$ cat src/hw/rtl/mrdm_pkg.sv
// Package for the median residual defect map block.
// Holds the register map, configuration constants and the cell control struct.
// No dependencies.
`default_nettype none
package mrdm_pkg;

    localparam int APB_ADDR_BITS = 3;
    localparam int REG_BITS      = 11;
    localparam int ROW_BITS      = 10;
    localparam int MAX_HEIGHT    = 1024;
    localparam int WIDTH_RESET   = 640;
    localparam int HEIGHT_RESET  = 480;

    typedef enum logic {
        REG_IMAGE_WIDTH  = 1'b0,
        REG_IMAGE_HEIGHT = 1'b1
    } reg_index_t;

    typedef struct packed {
        logic valid;
        logic last;
    } cell_ctl_t;

endpackage
`default_nettype wire

$ cat src/hw/rtl/mrdm_cell.sv
// One cell of the median chain: settles one bit of the median, MSB first.
// Depends on mrdm_pkg for the control struct.
`default_nettype none
module mrdm_cell #(
    parameter int AREA       = 49,
    parameter int PIXEL_BITS = 16,
    parameter int BIT_INDEX  = 15
) (
    input  wire logic                             clk,
    input  wire logic                             rst_n,
    input  wire logic                             advance,
    input  wire mrdm_pkg::cell_ctl_t              in_ctl,
    input  wire logic [AREA*PIXEL_BITS-1:0]       in_values,
    input  wire logic [AREA-1:0]                  in_alive,
    input  wire logic [$clog2(AREA+1)-1:0]        in_rank,
    input  wire logic [PIXEL_BITS-1:0]            in_median,
    input  wire logic [PIXEL_BITS-1:0]            in_center,
    output mrdm_pkg::cell_ctl_t                   out_ctl,
    output logic      [AREA*PIXEL_BITS-1:0]       out_values,
    output logic      [AREA-1:0]                  out_alive,
    output logic      [$clog2(AREA+1)-1:0]        out_rank,
    output logic      [PIXEL_BITS-1:0]            out_median,
    output logic      [PIXEL_BITS-1:0]            out_center
);
    import mrdm_pkg::*;

    localparam int CNT_BITS = $clog2(AREA+1);

    logic [AREA-1:0]           bit_vec;
    logic [AREA-1:0]           zeros;
    logic [CNT_BITS-1:0]       zero_count;
    logic                      take_zero;
    cell_ctl_t                 ctl_reg;
    logic [AREA*PIXEL_BITS-1:0] values_reg;
    logic [AREA-1:0]           alive_reg;
    logic [CNT_BITS-1:0]       rank_reg;
    logic [PIXEL_BITS-1:0]     median_reg;
    logic [PIXEL_BITS-1:0]     center_reg;
    logic [PIXEL_BITS-1:0]     median_next;

    always_comb
    begin
        zero_count = '0;
        for (int j = 0; j < AREA; j++)
        begin
            bit_vec[j] = in_values[j*PIXEL_BITS + BIT_INDEX];
            zeros[j]   = in_alive[j] & ~bit_vec[j];
            zero_count = zero_count + CNT_BITS'(zeros[j]);
        end
        take_zero = in_rank < zero_count;
        median_next = in_median;
        median_next[BIT_INDEX] = ~take_zero;
    end

    always_ff @(posedge clk or negedge rst_n)
    begin
        if (!rst_n)
        begin
            ctl_reg <= '0;
        end
        else if (advance)
        begin
            ctl_reg <= in_ctl;
        end
    end

    always_ff @(posedge clk)
    begin
        if (advance)
        begin
            values_reg <= in_values;
            median_reg <= median_next;
            center_reg <= in_center;
            if (take_zero)
            begin
                alive_reg <= zeros;
                rank_reg  <= in_rank;
            end
            else
            begin
                alive_reg <= in_alive & bit_vec;
                rank_reg  <= in_rank - zero_count;
            end
        end
    end

    assign out_ctl    = ctl_reg;
    assign out_values = values_reg;
    assign out_alive  = alive_reg;
    assign out_rank   = rank_reg;
    assign out_median = median_reg;
    assign out_center = center_reg;
endmodule
`default_nettype wire

$ cat config.mk
export PLATFORM = sky130hd
export DESIGN_NAME = mrdm_cell
export DESIGN_NICKNAME = d
export VERILOG_FILES = /design/src/hw/rtl/mrdm_pkg.sv /design/src/hw/rtl/mrdm_cell.sv
export SDC_FILE = /design/constraint.sdc
export NUM_CORES = 1
export LEC_CHECK = 0
export BUFFER_PORTS_ARGS = -buffer_cell sky130_fd_sc_hd__buf_4
export CORE_AREA = 2 2 676 678
export CTS_BUF_LIST = sky130_fd_sc_hd__clkbuf_2
export CTS_CLUSTER_SIZE = 8
export DETAILED_ROUTE_END_ITERATION = 12
export DIE_AREA = 0 0 678 680
export SLEW_MARGIN = 10
export SYNTH_ARGS = -nofsm -noshare
export SYNTH_HDL_FRONTEND = slang
export SYNTH_SLANG_ARGS = --single-unit
export TNS_END_PERCENT = 1
$ cat constraint.sdc
create_clock -name clk -period 0.8 [get_ports clk]
set_clock_uncertainty 0.05 [all_clocks]
set_input_delay 0.24 -clock clk [delete_from_list [all_inputs] [get_ports clk]]
set_output_delay 0.24 -clock clk [all_outputs]
set_load 0.01 [all_outputs]
==> metrics.txt, run 1 <==
First Err [ERROR RSZ-0060] Max buffer count reached.; Setup Buffers After CTS 5; CTS Sinks 873; area post-placement 0.05126 sq mm; status aborted with a tool error; IO buf count 1747; Post-synth EDFFs 871; clk buf depth 4; Fail Step 4_1_cts; GPL Wtd Cong 0.8841; die width 678 um; Root Buffer clkbuf_2; Syn Area/Cell 24.68 sq um; Cell Rows 248; H-tree Lvls 5; DIE HEIGHT 680 um; CTS-repair resized insts 503; Synth Flop Type edfxtp_1; io pins 1749; most area-hungry cell type in the Yosys netlist edfxtp_1; library cells used by synthesis 31; synthesized cell area 0.02893 sq mm; ys async rst share 0.2291%; total CTS buffers 283; Yosys reg bits 873; YS warnings 0; hpwl dp 341800 um; main area contributors after synthesis edfxtp_1, fa_1, mux2_4; Post-CTS Hold Buffers 1916; post-synth top area share 90.42%; Seq/Total Area, Yosys 90.59%; Cells after DPL 9076; Post-Syn Instances 1172; initial core utilization 6.368%; syn_nets 2104
synth_stat cells, types with 2 or more instances:
library cell	number
nor2_1	6
nor2b_1	25
a21oi_1	3
a31oi_1	2
o21ai_0	4
mux2_2	7
mux2i_1	25
inv_1	46
and2_1	25
fa_1	41
a21o_1	3
buf_6	4
ha_1	15
buf_2	2
mux2_4	24
nand2b_1	25
edfxtp_1	871
dfrtp_1	2
nand2_1	25
xor2_1	6
through the flow:
step | util (%) | worst slack (ps) | TNS (ps)
after floorplan | - | -5804 | -320560
after global placement | 11.28 | -6567 | -904350
after detailed placement | 11.28 | -6623 | -904090
kinds of logic after synthesis:
group                    Yosys count  synth area share (%)
XOR/XNOR                           6                0.1817
multiplexers                      56                 2.383
adder cells (fa/ha/maj)           56                 3.486
AO/OA/AOI/OAI                     20                0.4758
flip-flops                       873                 90.59
AND/OR/NAND/NOR                  109                 2.094
buffers and inverters             52                0.7872
==> run 2: changes to the inputs <==
Settings changed: CTS_BUF_LIST sky130_fd_sc_hd__clkbuf_2 to unset, CTS_CLUSTER_SIZE 8 to unset, PLACE_DENSITY_LB_ADDON set to 0.15.
Clock period 0.8 ns to 1 ns, I/O delays scaled along.
==> metrics.txt, run 2 <==
initial core utilization 6.368%; setup repair after global routing missed its margin true; max reg flops 784; clk buf depth 4; smallest hold slack -349.0 ps; Reg power frac 33.1%; vias per cell 2.434; CTS Sinks 873; Yosys reg bits 873; Worst Path Arrival 6860 ps; DRC Markers 0; CTS clk-pin slew, worst paths 60 ps; switch share 31.62%; hpwl dp 261000 um; startpoint types input pin; final-stage net count 5113; peak supply drop 2.175 mV; antenna violations before repair 184; Comb power frac 32.1%; Power Internal 97530 uW; CP required 1490 ps; Setup crit end kind flip-flop; most frequent cells in the layout buf_4, dlygate4sd3_1, edfxtp_1; Slew HR 38.27%; most common cell after layout, fill and taps aside buf_4; GPL Wtd Cong 0.8606; DRT antenna net count 0; YS warnings 0; Cell Rows 248; Area Overhead vs Synth 136.3%; Initial DRC Count 1206; worst reg2reg startpoint out_ctl[0]; FILL cells 50757; final-report setup violation count 1305; P per Cell Area 2086 mW/mm^2; library cells used by synthesis 31; Cells after DPL 9098; Max Fclk 157.1 MHz; H-tree Lvls 4; Min-Delay Path Class input pin to flip-flop; switching power 45110 uW; largest net degree at the start of global routing 36; worst hold start in_values[127]; actual slew at the worst max-slew pin 923.0 ps; max cap viols 0; Post-Syn Instances 1172; CP Launch Point in_values[447]; main area contributors after synthesis edfxtp_1, fa_1, mux2_4; Final Hold Fails 19; Setup WS post-layout -5364 ps; IO buf count 1747; Tcrit/Tclk final 636.4%; Synth top cells by count edfxtp_1, inv_1, fa_1; ys async rst share 0.2291%; Synth Flop Type edfxtp_1; minimum clock period 6364 ps; syn_nets 2104; Post-synth EDFFs 871; crit path max fanout 10; die area 0.4610 sq mm; layout cell share with drive strength beyond 1 51.19%; failing checks negative hold slack, negative setup slack; Clk network pwr share 34.8%; total global routing overflow 0; vias in the first global route 27163; top-count cell post-synth edfxtp_1; WL final 298000 um; Routed wire per std cell 28.85 um; vias post-DR 25138; drt pass-1 iters 5; Pins Over Slew Limit 0; status finished with violations; post-synth top area share 90.42%; die width 678 um; area of the core 0.4543 sq mm; io pins 1749; total CTS buffers 140; worst skew pair latency 790 ps; most area-hungry cell type in the Yosys netlist edfxtp_1; synthesized cell area 0.02893 sq mm; non-filler cells, final 10329; first-pass GRT wire length 358500 um; Leakage Power 0.02650 uW; CTS tree yes; DIE HEIGHT 680 um; critical path class input pin to flip-flop; Syn Area/Cell 24.68 sq um; Pwr Total 142600 uW; Root Buffer clkbuf_16; Total GRT Usage 12.43%; Seq/Total Area, Yosys 90.59%
run 2: cell counts after synthesis:
No cell type changed its count.
run 2: worst max-delay path, cell delays in order:
cell and delay [ps]:
buf_6 90, nand2b_4 140, fa_1 510, buf_6 160
fa_1 550, inv_2 50, fa_1 490, inv_2 60
fa_1 550, fa_1 440, fa_1 520, inv_2 40
fa_1 500, fa_2 220, inv_2 40, fa_2 360
buf_4 140, xor2_1 200, ha_1 290, a211oi_2 280
o21bai_1 110, a21o_4 280, buf_12 170, mux2_4 310
run 2: layout make-up:
cell class	instances	area (sq um)	share of cell area (%)
diodes	45	112.6	0.1647
inverters	46	172.7	0.2526
well taps	6000	7507	10.98
repair buffers	2873	27310	39.94
clock inverters	80	840.8	1.230
clock buffers	165	3597	5.262
flip-flops and latches	873	26210	38.33
multi-input cells	247	2620	3.832
run 2: worst paths after layout:
kind | end | slack, ps | depth (start not counted)
min reg2reg | out_ctl[0] | 530 | 1
min in group asynchronous | out_ctl[1] | 490 | 3
max | out_alive[29] | -5360 | 24
max in group asynchronous | out_ctl[0] | 270 | 3
min | out_values[127] | -350 | 1
max reg2reg | out_ctl[0] | 140 | 1
run 2: power groups by stage:
stage	Sequential, uW	Combinational [uW]	Clock [uW]
after CTS	47100	46200	52500
final	47200	45700	49700
after detailed placement	47300	39300	0
after floorplan	48600	15100	0
after global placement	47400	39300	0
after global routing	47500	47800	53300
run 2: per-layer routing:
metal  wire, um  vias to the layer above  global-route usage [%]
met5        184                        -                       0
met4      10520                       32                   3.524
met2     138400                     1383                   20.45
met1     116200                    12571                   14.26
li1           -                    10675                       -
met3      32660                      477                   5.976
run 2: logic make-up after synthesis:
| family | share of synthesized area, % |
|---|---|
| flops | 90.59 |
| simple gates | 2.094 |
| mux | 2.383 |
| fa+ha+maj | 3.486 |
| buf+inv | 0.7872 |
| compound gates | 0.4758 |
| xor+xnor | 0.1817 |
run 2: what timing repair did:
action	CTS	global route
hold buffers	933	6
endpoints found under the setup margin	929	1304
setup buffers	2	1
endpoints found under the hold margin	1048	33
resized for setup	529	242
pin swaps	12	12
run 2: stage by stage:
stage	TNS (ps)	util (%)	instance area [sq um]	setup WS [ps]
detailed placement	-700510	11.34	51500	-6754
global route	-1244330	15.03	68300	-5547
CTS	-1256810	14.81	67280	-5315
global placement	-709290	11.34	51500	-6848
floorplan	-312680	-	28980	-5664
finish	-1134640	15.05	68360	-5364
Note: power is estimated with default switching activity, not from simulation.
==> run 3: changes to the inputs <==
==> constraint.sdc (replaced) <==
create_clock -name clk -period 1 [get_ports clk]
set_clock_uncertainty 0.05 [all_clocks]
set_input_delay 0.3 -clock clk [delete_from_list [all_inputs] [get_ports clk]]
set_output_delay 0.3 -clock clk [all_outputs]
set_load 0.005 [all_outputs]
==> metrics.txt, run 3 (synthesis gave the netlist of run 2 again) <==
hpwl dp 260800 um; FF-to-FF End out_ctl[0]; DRT antenna net count 0; setup repair after global routing missed its margin true; clk buf depth 4; area of the core 0.4543 sq mm; Pwr Total 141700 uW; CTS Sinks 873; worst path cell trace buf_4 -> nor2b_4 -> buf_12 -> fa_1 -> inv_1 -> fa_2 -> fa_1 -> fa_1 -> fa_1 -> fa_1 -> inv_2 -> fa_1 -> fa_2 -> inv_2 -> fa_2 -> fa_2 -> a211oi_2 -> o21bai_1 -> a21o_4 -> buf_12 -> mux2_4; Tcrit/Tclk final 630.3%; most common cell after layout, fill and taps aside buf_4; Max Fclk 158.7 MHz; final-stage net count 5087; FF-to-FF path depth 1; failing checks negative hold slack, negative setup slack; Final Hold Fails 19; status finished with violations; Routed wire per std cell 29.03 um; final core occ 14.98%; worst hold start in_values[95]; minimum clock period 6303 ps; die area 0.4610 sq mm; Pins Over Slew Limit 0; layout cell share with drive strength beyond 1 51.66%; FILL cells 50631; worst stage delay on the critical path 600 ps; first-pass GRT wire length 358000 um; Worst Path Arrival 6800 ps; fin area 0.06804 sq mm; area post-placement 0.05149 sq mm; DIE HEIGHT 680 um; io pins 1749; largest net degree at the start of global routing 36; Hold Path Sink out_values[95]; Leakage Power 0.02635 uW; initial core utilization 6.368%; worst reg2reg startpoint out_ctl[0]; vias post-DR 25056; Root Buffer clkbuf_16; antenna violations before repair 202; final-report setup violation count 1202; CTS clk-pin slew, worst paths 60 ps; Setup WS post-layout -5303 ps; Slew HR 53.06%; most frequent CP cell fa_1; CTS tree yes; worst skew pair latency 790 ps; Max stage delay cell, worst path fa_2; P per Cell Area 2083 mW/mm^2; max cap viols 0; vias per cell 2.432; total CTS buffers 139; H-tree Lvls 4; die width 678 um; IO buf count 1747; Min-Delay Path Class input pin to flip-flop; number of buffers and inverters on the critical path 6; max reg flops 784; WL final 299200 um; FF-to-FF setup slack 120 ps; GPL Wtd Cong 0.8606; Cell Rows 248; vias in the first global route 26888; smallest hold slack -384.4 ps; startpoint types input pin; Area Overhead vs Synth 135.2%; crit path max fanout 6; drt pass-1 iters 7; peak supply drop 2.371 mV; family with the most delay on the worst path adder cells; Total GRT Usage 12.47%; Initial DRC Count 1381; most frequent cells in the layout buf_4, dlygate4sd3_1, edfxtp_1; total global routing overflow 0; Setup crit end kind flip-flop; critical path class input pin to flip-flop; Hold Path Stages 1; actual slew at the worst max-slew pin 701.7 ps; CP required 1500 ps; DRC Markers 0
-- run 3: changes by cell type in the layout (fill, tap and decap cells not counted), sizes merged --
cell / change
bufinv: -2
inv: -4
clkinvlp: +1
clkbuf: +6
diode: +4
buf: -1
clkinv: -4
dlygate4sd3: -25
-- run 3: where the power goes --
group          total, uW  switching, uW  internal, uW
Clock              48900          20600         28300
Combinational      45600          21400         24200
Sequential         47200           2160         45100
-- run 3: area by class of cell --
type,count,area [sq um],share of cell area (%)
Antenna cell,49,122.6,0.1802
Clock buffer,170,3637,5.346
Clock inverter,71,698.2,1.026
Inverter,46,172.7,0.2538
Multi-Input combinational cell,247,2660,3.909
Sequential cell,873,26210,38.52
Tap cell,6000,7507,11.03
Timing Repair Buffer,2848,27040,39.74
-- run 3: worst max path at each step --
stage	startpoint	endpoint	slack, ps	depth (start not counted)
after detailed placement	in_values[127]	out_alive[0]	-6790	23
final	in_alive[7]	out_alive[29]	-5300	21
after global routing	in_alive[31]	out_alive[33]	-5450	24
after global placement	in_values[127]	out_alive[0]	-6850	23
after CTS	in_alive[31]	out_alive[33]	-5300	21
after floorplan	in_values[447]	out_alive[11]	-5660	21
-- run 3: per-stage QoR --
stage	std cells	setup TNS [ps]	setup slack, ps
floorplan	1172	-312680	-5664
global placement	9098	-708840	-6848
detailed placement	9098	-702620	-6794
CTS	10252	-1241580	-5302
global route	10277	-1148080	-5448
finish	10304	-1045310	-5303
-- run 3: repair_timing --
action	4_1_cts	5_1_grt
gates resized for setup	543	240
setup buffers	1	2
hold buffers	914	1
pin swaps	15	14
gates cloned	0	1
endpoints found under the setup margin	929	1313
hold endpoints to repair	1056	32
-- run 3: metal layers --
layer | up-vias | track usage, % | part of all wire, %
met5 | - | 0 | 0.086
met4 | 40 | 4.048 | 4.2
met3 | 527 | 7.447 | 13
met2 | 1454 | 20.25 | 46
met1 | 12400 | 13.43 | 37
li1 | 10635 | - | -
==> run 4: changes to the inputs <==
==> constraint.sdc (replaced) <==
create_clock -name clk -period 1 [get_ports clk]
set_clock_uncertainty 0.05 [all_clocks]
set_input_delay 0 -clock clk [delete_from_list [all_inputs] [get_ports clk]]
set_output_delay 0 -clock clk [all_outputs]
set_load 0.005 [all_outputs]
==> metrics.txt, run 4 (synthesis gave the netlist of run 2 again) <==
final-stage net count 5891; WL final 302100 um; area post-placement 0.05149 sq mm; Final Hold Fails 10; crit path max fanout 6; Worst Path Arrival 6650 ps; setup repair after global routing missed its margin true; die width 678 um; Post-CTS Hold Buffers 1711; vias in the first global route 30127; Setup WS post-layout -5153 ps; worst hold start in_alive[29]; Min-Delay Path Class input pin to flip-flop; largest net degree at the start of global routing 36; most frequent cells in the layout dlygate4sd3_1, buf_4, edfxtp_1; status finished with violations; peak supply drop 2.473 mV; total CTS buffers 142; Setup crit end kind flip-flop; Area Overhead vs Synth 163.4%; CTS clk-pin slew, worst paths 50 ps; Pwr Total 147700 uW; worst reg2reg startpoint out_ctl[1]; DIE HEIGHT 680 um; CP required 1500 ps; vias per cell 2.539; Leakage Power 0.02975 uW; critical path class input pin to flip-flop; Max Fclk 162.5 MHz; hpwl dp 260900 um; most frequent CP cell fa_1; P per Cell Area 1938 mW/mm^2; DRC Markers 0; Pins Over Slew Limit 0; GPL Wtd Cong 0.8604; die area 0.4610 sq mm; FF-to-FF setup slack 150 ps; Total GRT Usage 12.56%; total global routing overflow 0; Routed wire per std cell 27.21 um; worst stage delay on the critical path 550 ps; FILL cells 50262; area of the core 0.4543 sq mm; CTS Sinks 873; startpoint types input pin; minimum clock period 6153 ps; failing checks negative hold slack, negative setup slack; io pins 1749; FF-to-FF path depth 1; Cell Rows 248; antenna violations before repair 180; FF-to-FF End out_ctl[1]; initial core utilization 6.368%; IO buf count 1747; max cap viols 0; final-report setup violation count 929; Hold Path Sink out_alive[29]; layout cell share with drive strength beyond 1 43.27%; DRT antenna net count 0; fin area 0.07618 sq mm; Root Buffer clkbuf_16; Max stage delay cell, worst path fa_1; clk buf depth 4; final setup TNS -660870 ps; actual slew at the worst max-slew pin 451.3 ps; first-pass GRT wire length 366000 um; Cells after DPL 9098; vias post-DR 28182; non-filler cells, final 11101; Slew HR 69.85%; H-tree Lvls 4; Initial DRC Count 1432; smallest hold slack -433.8 ps; worst skew pair latency 830 ps; max reg flops 784; most common cell after layout, fill and taps aside dlygate4sd3_1; Tcrit/Tclk final 615.3%; drt pass-1 iters 8; CTS tree yes; Hold Path Stages 3
run 4: cell count changes in the layout (fill, tap and decap cells not counted), sizes merged:
cell and change:
clkinv +4, diode -11, buf +5, clkinvlp -5
bufinv +6, inv -1, dlygate4sd3 +796, clkbuf +3
run 4: where the power goes:
group	total, uW	internal [uW]	switching [uW]	leakage, uW
registers	47300	45100	2200	0.00854
clock network	51100	30200	20800	0.00220
logic	49300	27100	22200	0.0190
run 4: cell type report:
| type | count | area (sq um) | share of cell area, % |
|---|---|---|---|
| antenna | 38 | 95.09 | 0.1248 |
| clock inverter | 75 | 875.8 | 1.150 |
| tap | 6000 | 7507 | 9.854 |
| clock buffer | 173 | 3691 | 4.845 |
| sequential | 873 | 26210 | 34.40 |
| multi-input combinational | 247 | 2608 | 3.423 |
| timing repair buffer | 3649 | 35030 | 45.98 |
| inverter | 46 | 172.7 | 0.2266 |
run 4: critical path: cells and delay by family:
| family | cells | cell delay [ps] |
|---|---|---|
| compound gates | 3 | 610 |
| xor+xnor | 1 | 140 |
| fa+ha+maj | 10 | 4470 |
| buf+inv | 9 | 940 |
| mux | 1 | 300 |
| simple gates | 1 | 160 |
run 4: worst max-delay path by stage:
| stage | start | to | depth (start not counted) |
|---|---|---|---|
| after global placement | in_values[127] | out_alive[0] | 23 |
| after CTS | in_alive[31] | out_alive[7] | 23 |
| after global routing | in_alive[31] | out_alive[15] | 26 |
| after detailed placement | in_values[127] | out_alive[0] | 23 |
| after floorplan | in_values[447] | out_alive[11] | 21 |
| final | in_values[415] | out_alive[46] | 25 |
run 4: per-layer routing:
layer | GRT usage, % | wire length [um] | up-vias
li1 | - | - | 12229
met1 | 13.71 | 111700 | 13981
met2 | 20.57 | 139200 | 1411
met3 | 6.966 | 38170 | 517
met4 | 4.144 | 12720 | 44
met5 | 0 | 293 | -
run 4: what timing repair did:
item | in CTS | in global routing
pin swaps | 21 | 8
buffers inserted | 3 | 2
gates cloned | 1 | 1
gates resized for setup | 549 | 202
endpoints found under the setup margin | 929 | 929
endpoints found under the hold margin | 1745 | 10
run 4: per-stage QoR:
step	utilization, %	worst slack (ps)
finish	16.77	-5153
global route	16.76	-5340
CTS	16.57	-5130
detailed placement	11.33	-6523
global placement	11.33	-6548
floorplan	-	-5364
